`src/hdl/omd_pkg.sv`:
```
// Shared types, constants and the Manchester transition table for the OOK pulse decoder.
package omd_pkg;

    localparam int MAX_PULSES = 4096;
    localparam int CNT_W = 14;
    localparam int BIT_CAP_I = (2 * MAX_PULSES > 16383) ? 16383 : 2 * MAX_PULSES;
    localparam logic [CNT_W-1:0] BIT_CAP = CNT_W'(BIT_CAP_I);

    localparam int DUR_W = 32;
    localparam int CFG_ADDR_W = 3;

    typedef enum logic [2:0] {
        CFG_SHORT_HIGH_MIN = 3'd0,
        CFG_SHORT_HIGH_MAX = 3'd1,
        CFG_LONG_HIGH_MIN  = 3'd2,
        CFG_LONG_HIGH_MAX  = 3'd3,
        CFG_SHORT_LOW_MIN  = 3'd4,
        CFG_SHORT_LOW_MAX  = 3'd5,
        CFG_LONG_LOW_MIN   = 3'd6,
        CFG_LONG_LOW_MAX   = 3'd7
    } cfg_idx_t;

    typedef enum logic [1:0] {
        PH_C0 = 2'd0,
        PH_C1 = 2'd1,
        PH_D0 = 2'd2,
        PH_D1 = 2'd3
    } phase_t;

    typedef enum logic [2:0] {
        SYM_SH  = 3'd0,
        SYM_LH  = 3'd1,
        SYM_SL  = 3'd2,
        SYM_LL  = 3'd3,
        SYM_END = 3'd4,
        SYM_UND = 3'd5
    } sym_t;

    typedef enum logic [2:0] {
        ACT_ERR  = 3'd0,
        ACT_NONE = 3'd1,
        ACT_E1   = 3'd2,
        ACT_E0   = 3'd3,
        ACT_END  = 3'd4
    } act_t;

    typedef enum logic [1:0] {
        KIND_BIT  = 2'd0,
        KIND_OK   = 2'd1,
        KIND_FAIL = 2'd2
    } kind_t;

    typedef enum logic [1:0] {
        STEP_HI   = 2'd0,
        STEP_LO   = 2'd1,
        STEP_DONE = 2'd2
    } step_t;

    typedef struct packed {
        act_t   act;
        phase_t nxt;
    } trans_t;

    typedef struct packed {
        sym_t sym_hi;
        sym_t sym_lo;
        logic last;
    } item_t;

    function automatic trans_t lookup(phase_t ph, sym_t s);
        trans_t t;
        t.act = ACT_ERR;
        t.nxt = PH_C0;
        case (ph)
            PH_C0: begin
                if (s == SYM_SH) begin
                    t.act = ACT_E0;
                    t.nxt = PH_D1;
                end
            end
            PH_C1: begin
                if (s == SYM_SL) begin
                    t.act = ACT_E1;
                    t.nxt = PH_D0;
                end else if (s == SYM_END) begin
                    t.act = ACT_END;
                    t.nxt = PH_C0;
                end
            end
            PH_D0: begin
                if (s == SYM_SH) begin
                    t.act = ACT_NONE;
                    t.nxt = PH_C1;
                end else if (s == SYM_LH) begin
                    t.act = ACT_E0;
                    t.nxt = PH_D1;
                end
            end
            PH_D1: begin
                if (s == SYM_SL) begin
                    t.act = ACT_NONE;
                    t.nxt = PH_C0;
                end else if (s == SYM_LL) begin
                    t.act = ACT_E1;
                    t.nxt = PH_D0;
                end else if (s == SYM_END) begin
                    t.act = ACT_END;
                    t.nxt = PH_C0;
                end
            end
            default: begin
                t.act = ACT_ERR;
                t.nxt = PH_C0;
            end
        endcase
        return t;
    endfunction

endpackage

```
`src/hdl/omd_front.sv`:
```
// Front end: window registers and classification of each pulse into two symbols.
module omd_front (
    input  logic                           aclk,
    input  logic                           aresetn,
    input  logic                           cfg_we,
    input  logic [omd_pkg::CFG_ADDR_W-1:0] cfg_addr,
    input  logic [omd_pkg::DUR_W-1:0]      cfg_wdata,
    input  logic                           s_tvalid,
    output logic                           s_tready,
    input  logic [omd_pkg::DUR_W-1:0]      high_ns,
    input  logic [omd_pkg::DUR_W-1:0]      low_ns,
    input  logic                           last_pulse,
    output logic                           f_valid,
    input  logic                           f_ready,
    output omd_pkg::item_t                 f_item
);
    import omd_pkg::*;

    logic [DUR_W-1:0] win_reg [8];
    logic             fv_reg, fv_next;
    item_t            item_reg, item_next;
    logic             s_acc;
    logic             in_sh, in_lh, in_sl, in_ll;

    always_ff @(posedge aclk) begin
        if (!aresetn) begin
            for (int i = 0; i < 8; i++) begin
                win_reg[i] <= '0;
            end
        end else if (cfg_we) begin
            win_reg[cfg_addr] <= cfg_wdata;
        end
    end

    assign in_sh = high_ns >= win_reg[CFG_SHORT_HIGH_MIN] && high_ns <= win_reg[CFG_SHORT_HIGH_MAX];
    assign in_lh = high_ns >= win_reg[CFG_LONG_HIGH_MIN] && high_ns <= win_reg[CFG_LONG_HIGH_MAX];
    assign in_sl = low_ns >= win_reg[CFG_SHORT_LOW_MIN] && low_ns <= win_reg[CFG_SHORT_LOW_MAX];
    assign in_ll = low_ns >= win_reg[CFG_LONG_LOW_MIN] && low_ns <= win_reg[CFG_LONG_LOW_MAX];

    assign s_tready = !fv_reg || f_ready;
    assign s_acc    = s_tvalid && s_tready;

    always_comb begin
        item_next = item_reg;
        if (s_acc) begin
            item_next.sym_hi = in_sh ? SYM_SH : (in_lh ? SYM_LH : SYM_UND);
            item_next.sym_lo = in_sl ? SYM_SL : (in_ll ? SYM_LL :
                               (last_pulse ? SYM_END : SYM_UND));
            item_next.last   = last_pulse;
        end
        fv_next = s_acc ? 1'b1 : (f_ready ? 1'b0 : fv_reg);
    end

    always_ff @(posedge aclk) begin
        if (!aresetn) begin
            fv_reg <= 1'b0;
        end else begin
            fv_reg <= fv_next;
        end
    end

    always_ff @(posedge aclk) begin
        item_reg <= item_next;
    end

    assign f_valid = fv_reg;
    assign f_item  = item_reg;

endmodule

```
`src/hdl/omd_queue.sv`:
```
// Two-entry queue of classified pulses between front end and symbol machine.
module omd_queue (
    input  logic           aclk,
    input  logic           aresetn,
    input  logic           wr_valid,
    output logic           wr_ready,
    input  omd_pkg::item_t wr_item,
    output logic           rd_valid,
    input  logic           rd_pop,
    output omd_pkg::item_t rd_item
);
    import omd_pkg::*;

    item_t      mem_reg [2];
    logic       wp_reg, wp_next;
    logic       rp_reg, rp_next;
    logic [1:0] cnt_reg, cnt_next;
    logic       push, pop;

    assign wr_ready = cnt_reg != 2'd2;
    assign rd_valid = cnt_reg != 2'd0;
    assign push     = wr_valid && wr_ready;
    assign pop      = rd_pop && rd_valid;
    assign rd_item  = mem_reg[rp_reg];

    always_comb begin
        wp_next  = push ? ~wp_reg : wp_reg;
        rp_next  = pop ? ~rp_reg : rp_reg;
        cnt_next = cnt_reg;
        if (push && !pop) begin
            cnt_next = cnt_reg + 2'd1;
        end else if (pop && !push) begin
            cnt_next = cnt_reg - 2'd1;
        end
    end

    always_ff @(posedge aclk) begin
        if (!aresetn) begin
            wp_reg  <= 1'b0;
            rp_reg  <= 1'b0;
            cnt_reg <= 2'd0;
        end else begin
            wp_reg  <= wp_next;
            rp_reg  <= rp_next;
            cnt_reg <= cnt_next;
        end
    end

    always_ff @(posedge aclk) begin
        if (push) begin
            mem_reg[wp_reg] <= wr_item;
        end
    end

endmodule

```
`src/hdl/omd_back.sv`:
```
// Back end: Manchester machine, one symbol per unstalled cycle, to result register.
module omd_back (
    input  logic                          aclk,
    input  logic                          aresetn,
    input  logic                          q_valid,
    output logic                          q_pop,
    input  omd_pkg::item_t                q_item,
    output logic                          m_tvalid,
    input  logic                          m_tready,
    output logic [1:0]                    result_kind,
    output logic                          bit_value,
    output logic [omd_pkg::CNT_W-1:0]     bits_decoded,
    output logic                          last_of_run
);
    import omd_pkg::*;

    phase_t           phase_reg, phase_next;
    step_t            step_reg, step_next;
    logic [CNT_W-1:0] cnt_reg, cnt_next;
    logic             skip_reg, skip_next;

    logic             mv_reg, mv_next;
    kind_t            kind_reg, kind_next;
    logic             bit_reg, bit_next;
    logic [CNT_W-1:0] oc_reg, oc_next;
    logic             ol_reg, ol_next;

    logic             go;
    logic             emit;
    sym_t             cur_sym;
    trans_t           t_cur, t_ahead;
    logic [CNT_W-1:0] cnt_inc;

    assign go      = q_valid && (!mv_reg || m_tready);
    assign cur_sym = (step_reg == STEP_HI) ? q_item.sym_hi : q_item.sym_lo;
    assign t_cur   = lookup(phase_reg, cur_sym);
    assign t_ahead = lookup(t_cur.nxt, q_item.sym_lo);
    assign cnt_inc = (cnt_reg < BIT_CAP) ? cnt_reg + 1'b1 : cnt_reg;

    // next state of the symbol machine
    always_comb begin
        phase_next = phase_reg;
        step_next  = step_reg;
        cnt_next   = cnt_reg;
        skip_next  = skip_reg;
        if (go) begin
            if (skip_reg) begin
                if (q_item.last) begin
                    skip_next = 1'b0;
                end
            end else begin
                case (step_reg)
                    STEP_HI, STEP_LO: begin
                        case (t_cur.act)
                            ACT_ERR: begin
                                phase_next = PH_C0;
                                cnt_next   = '0;
                                step_next  = STEP_HI;
                                skip_next  = !q_item.last;
                            end
                            ACT_END: begin
                                phase_next = PH_C0;
                                cnt_next   = '0;
                                step_next  = STEP_HI;
                            end
                            ACT_E0, ACT_E1, ACT_NONE: begin
                                phase_next = t_cur.nxt;
                                if (t_cur.act != ACT_NONE) begin
                                    cnt_next = cnt_inc;
                                end
                                if (step_reg == STEP_HI) begin
                                    step_next = STEP_LO;
                                end else begin
                                    step_next = q_item.last ? STEP_DONE : STEP_HI;
                                end
                            end
                            default: begin
                                phase_next = PH_C0;
                            end
                        endcase
                    end
                    default: begin
                        phase_next = PH_C0;
                        cnt_next   = '0;
                        step_next  = STEP_HI;
                    end
                endcase
            end
        end
    end

    // queue pop and result register
    always_comb begin
        emit      = 1'b0;
        q_pop     = 1'b0;
        kind_next = kind_reg;
        bit_next  = bit_reg;
        oc_next   = oc_reg;
        ol_next   = ol_reg;
        if (go) begin
            if (skip_reg) begin
                q_pop = 1'b1;
            end else begin
                case (step_reg)
                    STEP_HI, STEP_LO: begin
                        case (t_cur.act)
                            ACT_ERR, ACT_END: begin
                                emit      = 1'b1;
                                q_pop     = 1'b1;
                                kind_next = (t_cur.act == ACT_ERR) ? KIND_FAIL : KIND_OK;
                                bit_next  = 1'b0;
                                oc_next   = cnt_reg;
                                ol_next   = 1'b1;
                            end
                            ACT_E0, ACT_E1: begin
                                emit      = 1'b1;
                                q_pop     = (step_reg == STEP_LO) && !q_item.last;
                                kind_next = KIND_BIT;
                                bit_next  = t_cur.act == ACT_E1;
                                oc_next   = cnt_inc;
                                if (step_reg == STEP_HI) begin
                                    ol_next = t_ahead.act == ACT_NONE && !q_item.last;
                                end else begin
                                    ol_next = !q_item.last;
                                end
                            end
                            default: begin
                                q_pop = (step_reg == STEP_LO) && !q_item.last;
                            end
                        endcase
                    end
                    default: begin
                        emit      = 1'b1;
                        q_pop     = 1'b1;
                        kind_next = KIND_OK;
                        bit_next  = 1'b0;
                        oc_next   = cnt_reg;
                        ol_next   = 1'b1;
                    end
                endcase
            end
        end
        mv_next = emit ? 1'b1 : (m_tready ? 1'b0 : mv_reg);
    end

    always_ff @(posedge aclk) begin
        if (!aresetn) begin
            phase_reg <= PH_C0;
            step_reg  <= STEP_HI;
            cnt_reg   <= '0;
            skip_reg  <= 1'b0;
            mv_reg    <= 1'b0;
        end else begin
            phase_reg <= phase_next;
            step_reg  <= step_next;
            cnt_reg   <= cnt_next;
            skip_reg  <= skip_next;
            mv_reg    <= mv_next;
        end
    end

    always_ff @(posedge aclk) begin
        kind_reg <= kind_next;
        bit_reg  <= bit_next;
        oc_reg   <= oc_next;
        ol_reg   <= ol_next;
    end

    assign m_tvalid     = mv_reg;
    assign result_kind  = kind_reg;
    assign bit_value    = bit_reg;
    assign bits_decoded = oc_reg;
    assign last_of_run  = ol_reg;

endmodule

```
`src/hdl/ook_manchester_pulse_decoder.sv`:
```
// Path: an accepted pulse is classified into the front-end item register, written to the queue,
// then stepped by the back-end machine into its result register, high symbol before low symbol.
// The machine takes one step per symbol, an extra step for a last pulse with a separate status,
// and a single step for a pulse that faults on its high symbol or is swallowed after one.
// The single symbol machine in the back end sets the pace; a 2-entry queue decouples it.
// Reset: aresetn synchronous active low; clears windows, machine state, queue, output valid.
module ook_manchester_pulse_decoder (
    input  logic        aclk,
    input  logic        aresetn,
    input  logic        cfg_we,
    input  logic [2:0]  cfg_addr,
    input  logic [31:0] cfg_wdata,
    input  logic        s_tvalid,
    output logic        s_tready,
    input  logic [63:0] s_tdata,   // [31:0] high_ns, [63:32] low_ns
    input  logic        s_tlast,   // last_pulse
    output logic        m_tvalid,
    input  logic        m_tready,
    output logic [15:0] m_tdata,   // [0] bit_value, [14:1] bits_decoded, [15] zero
    output logic [1:0]  m_tuser,   // [1:0] result_kind
    output logic        m_tlast    // last_of_run
);
    import omd_pkg::*;

    logic             f_valid, f_ready;
    item_t            f_item;
    logic             q_valid, q_pop;
    item_t            q_item;
    logic             bit_value;
    logic [CNT_W-1:0] bits_decoded;

    omd_front u_front (
        .aclk       (aclk),
        .aresetn    (aresetn),
        .cfg_we     (cfg_we),
        .cfg_addr   (cfg_addr),
        .cfg_wdata  (cfg_wdata),
        .s_tvalid   (s_tvalid),
        .s_tready   (s_tready),
        .high_ns    (s_tdata[31:0]),
        .low_ns     (s_tdata[63:32]),
        .last_pulse (s_tlast),
        .f_valid    (f_valid),
        .f_ready    (f_ready),
        .f_item     (f_item)
    );

    omd_queue u_queue (
        .aclk     (aclk),
        .aresetn  (aresetn),
        .wr_valid (f_valid),
        .wr_ready (f_ready),
        .wr_item  (f_item),
        .rd_valid (q_valid),
        .rd_pop   (q_pop),
        .rd_item  (q_item)
    );

    omd_back u_back (
        .aclk         (aclk),
        .aresetn      (aresetn),
        .q_valid      (q_valid),
        .q_pop        (q_pop),
        .q_item       (q_item),
        .m_tvalid     (m_tvalid),
        .m_tready     (m_tready),
        .result_kind  (m_tuser),
        .bit_value    (bit_value),
        .bits_decoded (bits_decoded),
        .last_of_run  (m_tlast)
    );

    assign m_tdata = {1'b0, bits_decoded, bit_value};

endmodule
```
`config.mk`:
```
export PLATFORM = sky130hd
export DESIGN_NAME = ook_manchester_pulse_decoder
export DESIGN_NICKNAME = d
export VERILOG_FILES = /design/src/hdl/omd_pkg.sv /design/src/hdl/omd_front.sv /design/src/hdl/omd_queue.sv /design/src/hdl/omd_back.sv /design/src/hdl/ook_manchester_pulse_decoder.sv
export SDC_FILE = /design/constraint.sdc
export NUM_CORES = 1
export LEC_CHECK = 0
export BUFFER_PORTS_ARGS = -buffer_cell sky130_fd_sc_hd__buf_2
export CORE_MARGIN = 2
export CORE_UTILIZATION = 60
export CTS_CLUSTER_DIAMETER = 100
export DETAILED_ROUTE_END_ITERATION = 8
export GPL_TIMING_DRIVEN = 0
export PLACE_DENSITY = 0.79
export SLEW_MARGIN = 20
export SYNTH_ARGS = -nofsm -noshare
export SYNTH_HDL_FRONTEND = slang
export SYNTH_SLANG_ARGS = --single-unit
```
`constraint.sdc`:
```
create_clock -name aclk -period 4.5 [get_ports aclk]
set_clock_uncertainty 0.2 [all_clocks]
set_input_delay 0.675 -clock aclk [delete_from_list [all_inputs] [get_ports aclk]]
set_output_delay 0.675 -clock aclk [all_outputs]
set_load 0.005 [all_outputs]
```
# == Word-level counts from Yosys, hierarchy flattened ==
# Memory sizes are Yosys's and may differ from the RTL's. A register that Yosys moved wholly into a read port is not among the register bits.
# Cells that the tools add are included.
# classes
n_addsub,3
n_lt_le_gt_ge,9
reduce_logical,40
bitwise_logic,3
n_eq_ne,25
muxes,66
# ops
op,n
$ge 32x32->1,4
$le 32x32->1,4
$mux 14,4
$pmux 14 s2,2
$mux 5,10
$pmux 5 s4,2
$mux 32,1
$reduce_or 32->1,1
$mux 1,28
$eq 3x2->1 const B,6
$mux 2,8
$mux 4,4
$add 14x1->14 const B,1
$lt 14x14->1 const B,1
$eq 3x1->1 const B,4
$logic_and 1x1->1,12
$eq 3x3->1 const B,3
$logic_not 3->1,3
$mux 3,3
$eq 2x2->1 const B,4
$pmux 2 s2,2
$reduce_bool 2->1,4
$reduce_or 2->1,4
$eq 2x1->1 const B,3
16 further kinds,28
# totals
elab_cells,165
ff_bits,50
output_inout_bits,21
in_bits,105
ram_bits,270
memories,2
# mem_list
memory,depth,width,rd,rd_clocked_by_memory_dff,write_ports,line_no,text
u_front.win_reg,8,32,8,0,8,omd_front.sv:19,logic [DUR_W-1:0] win_reg [8];
u_queue.mem_reg,2,7,1,1,1,omd_queue.sv:14,item_t mem_reg [2];

# == Longest topological paths before layout ==
# logic_depth
ltp_word,17
depth_mapped,10
ltp_nobuf,9

# == Modules after synthesis ==
# A second synthesis with hierarchy kept.
# hier_totals
cells_unflattened,1741
area_unflattened_um2,19134.6
# by_module_without_submodules
module,seq_area_each_um2,area_per_inst_um2,n_inst,cells_per_inst
omd_front,7887.6,16169.3,1,1454
omd_back,940.9,2208.4,1,237
omd_queue,520.5,738.2,1,47
ook_manchester_pulse_decoder,0.0,18.8,1,3

# == Worst setup path after synthesis ==
# Ideal clock, no wire load.
# synth_timing
path_type,input -> register
startpoint,in aresetn
endpoint,"mem u_front.win_reg[3][0], enable pin"
cell_stages,3
t_required_ps,3834
setup_ps,466
n_path_buf,1
arrival_ps,3452
setup_slack_ps,382
cell_sequence,clkbuf_1 -> nand3_1 -> o21ai_0
# synth_lines
item,line_no,text
from (decl),ook_manchester_pulse_decoder.sv:9,"input logic aresetn,"
to (decl),omd_front.sv:19,

==> metrics <==
worst vdd ir 0.3955 mV; first-pass GRT wire length roughly 70000 um; DRT iter0 DRCs 1361; CP delay by family, top compound AO/OA/AOI/OAI gates; largest net degree at the start of global routing 21; Tot GR Track Use roughly 28%; Post-Route WL approximately 46000 um; max cap viols 0; Worst Tran Pin Value ~1100 ps; placed insts 2234; HP Class in2reg; Post-CTS Hold Buffers 0; most common cell after layout, fill and taps aside edfxtp_1; yosys warns 0; hold slack just over 200 ps; dpl hpwl 34730 um; largest area contributor in the netlist edfxtp_1; Inserted Clock Buffers 35; PnR worst setup slack 953.4 ps; DRC viols 0; Total Power 0.008063 W; Layout area overhead 13.87%; share of cells above drive strength 1 11.63%; CP Launch Type flop; die area 32780 um^2; period utilization 78.81%; clk slew on worst S/H paths 60 ps; nets@finish 2238; die span in y around 180 um; H-tree depth 2; DRT Pass-1 Iters 5; post-synth design cell area 18810 um^2; flops & latches, synth 318; Final Wtd Congestion 0.9320; sequential-to-total area share from yosys stat 49.38%; WHS Path Cells 1; Syn Inst Count 1705; number of synthesized flops with an enable pin 292; commonest non-fill, non-tap cells in the layout edfxtp_1 (292), and2_1 (265), inv_1 (260); predominant post-synthesis flop cell edfxtp_1; CTS resizes 0; Routed WL per cell slightly below 20 um; Fin. Hold Viols 0; I/O Pins 126; Yosys top cell area share 46.61%; routed vias 13370; Initial Utilization 61.17%; CP Data Arrival Time about 3600 ps; Die Wd 181.1 um; Worst Path Buf+Inv 1; critical path startpoint u_front.win_reg[2][8]; Yosys cell types 71; initial antenna violation count 6; Worst Hold Launch s_tlast; area of the multi-input gates 8438 um^2; Worst path slowest cell o311ai_0; Setup Buffers After CTS 0; post-layout min period 3547 ps; endpoints failing setup 0; vias in the first global route 13490; Levels on crit path 8; crit path cell chain inv_1 -> ha_1 -> and3_1 -> o2111ai_1 -> o21ai_0 -> a21oi_1 -> o311ai_0 -> a32oi_1; CTS tree done; Non-Filler Instances 2303; f_max 282.0 MHz; Mapped Avg Cell Area around 11 um^2; CTS sink count 318; Via density 5.805; Fill cells 2180; RR Startpoint u_front.win_reg[2][8]; FF-to-FF path depth 8; Req. time, crit path 4500 ps; Largest register FFs approximately 260; CP Capture Type flop; Core Region 30750 um^2; ys async rst share 0%; PwrDens around 380 nW/um^2; maximum clock path buffer count 3; final max-slew violation count 0; CP Class reg2reg; # port buffers 124; unrepaired setup endpoints after global routing no; status finished, final reports clean; worst-path maximum fanout 3; P_leak 9.630 nW; clk_lat worst skew 530 ps; DP Worst Slack around 470 ps; slowest stage delay, CP between 800 and 900 ps; Syn Nets 2068; DRT antenna net count 0; Root Buffer clkbuf_16; slew margin rel. 23.76%; Core Util, Final a little over two thirds; top cells by area, synth edfxtp_1 (47%), ha_1 (17%), and2_1 (8.8%); FP Rows 64; FF/Latch Area 9289 um^2; grt total ovfl 0
worst paths after layout:
kind / endpoint / slack [ps]
setup / recovery: u_front.f_item[6] / 950
hold / removal: u_front.f_item[0] / 200
setup reg to reg: u_front.f_item[6] / 950
hold reg to reg: u_queue.mem_reg[1][1] / 240
synthesized netlist by cell type, types with 3 or more instances:
cell type	instances
edfxtp_1	292
and2_1	265
inv_1	260
ha_1	258
a21oi_1	80
nor2_1	59
o21ai_0	53
nand2_1	47
a21o_1	45
nand4_1	42
clkbuf_1	32
nand3_1	27
dfxtp_1	26
nor3_1	18
a211oi_1	13
nand2b_1	13
xor2_1	12
nor2b_1	11
xnor2_1	11
o211ai_1	9
o21a_1	9
a21boi_0	8
a31oi_1	7
mux2i_1	7
and3_1	6
nor4_1	6
a211o_1	5
mux2_2	5
a41oi_1	4
nand4b_1	4
o2111ai_1	4
o31ai_1	4
a2111oi_0	3
a221o_1	3
buf_2	3
buf_4	3
o311ai_0	3
or2_2	3
cells by family after synthesis:
logic type,count (synthesis),share of synthesized area (%)
buffers and inverters,300,6.146
multiplexers,14,0.8248
XOR/XNOR,23,1.071
other,1,0.01994
AND/OR/NAND/NOR,512,15.45
AO/OA/AOI/OAI,279,9.951
flip-flops,318,49.38
adder cells (fa/ha/maj),258,17.16
cell type report:
type / count / share of cell area, %
Antenna cell: 7 / 0.08178
Buffer: 40 / 0.8411
Clock buffer: 42 / 4.504
Clock inverter: 20 / 1.011
Inverter: 260 / 4.556
Multi-Input combinational cell: 1087 / 39.39
Sequential cell: 318 / 43.36
Tap cell: 396 / 2.313
Timing Repair Buffer: 133 / 3.937
stage by stage:
step / setup TNS, ps / area (um^2)
floorplan: 0 / 18810
global placement: -277510 / 19930
detailed placement: 0 / 20220
CTS: 0 / 21400
global route: 0 / 21410
finish: 0 / 21420
power by group:
part / switching (W) / internal [W] / total, W
logic: 0.000911 / 0.000564 / 0.00148
registers: 0.0000898 / 0.00352 / 0.00361
clock network: 0.00117 / 0.00181 / 0.00297
layer usage:
layer  global-route usage (%)  up-vias  part of all wire [%]
met5                        0        -                 0.057
met4                    11.90        4                   4.0
met1                    36.85     6348                    41
li1                         -     6345                     -
met2                    47.17      550                    46
met3                    4.797      122                   8.4
(Power assumes the default switching activity.)
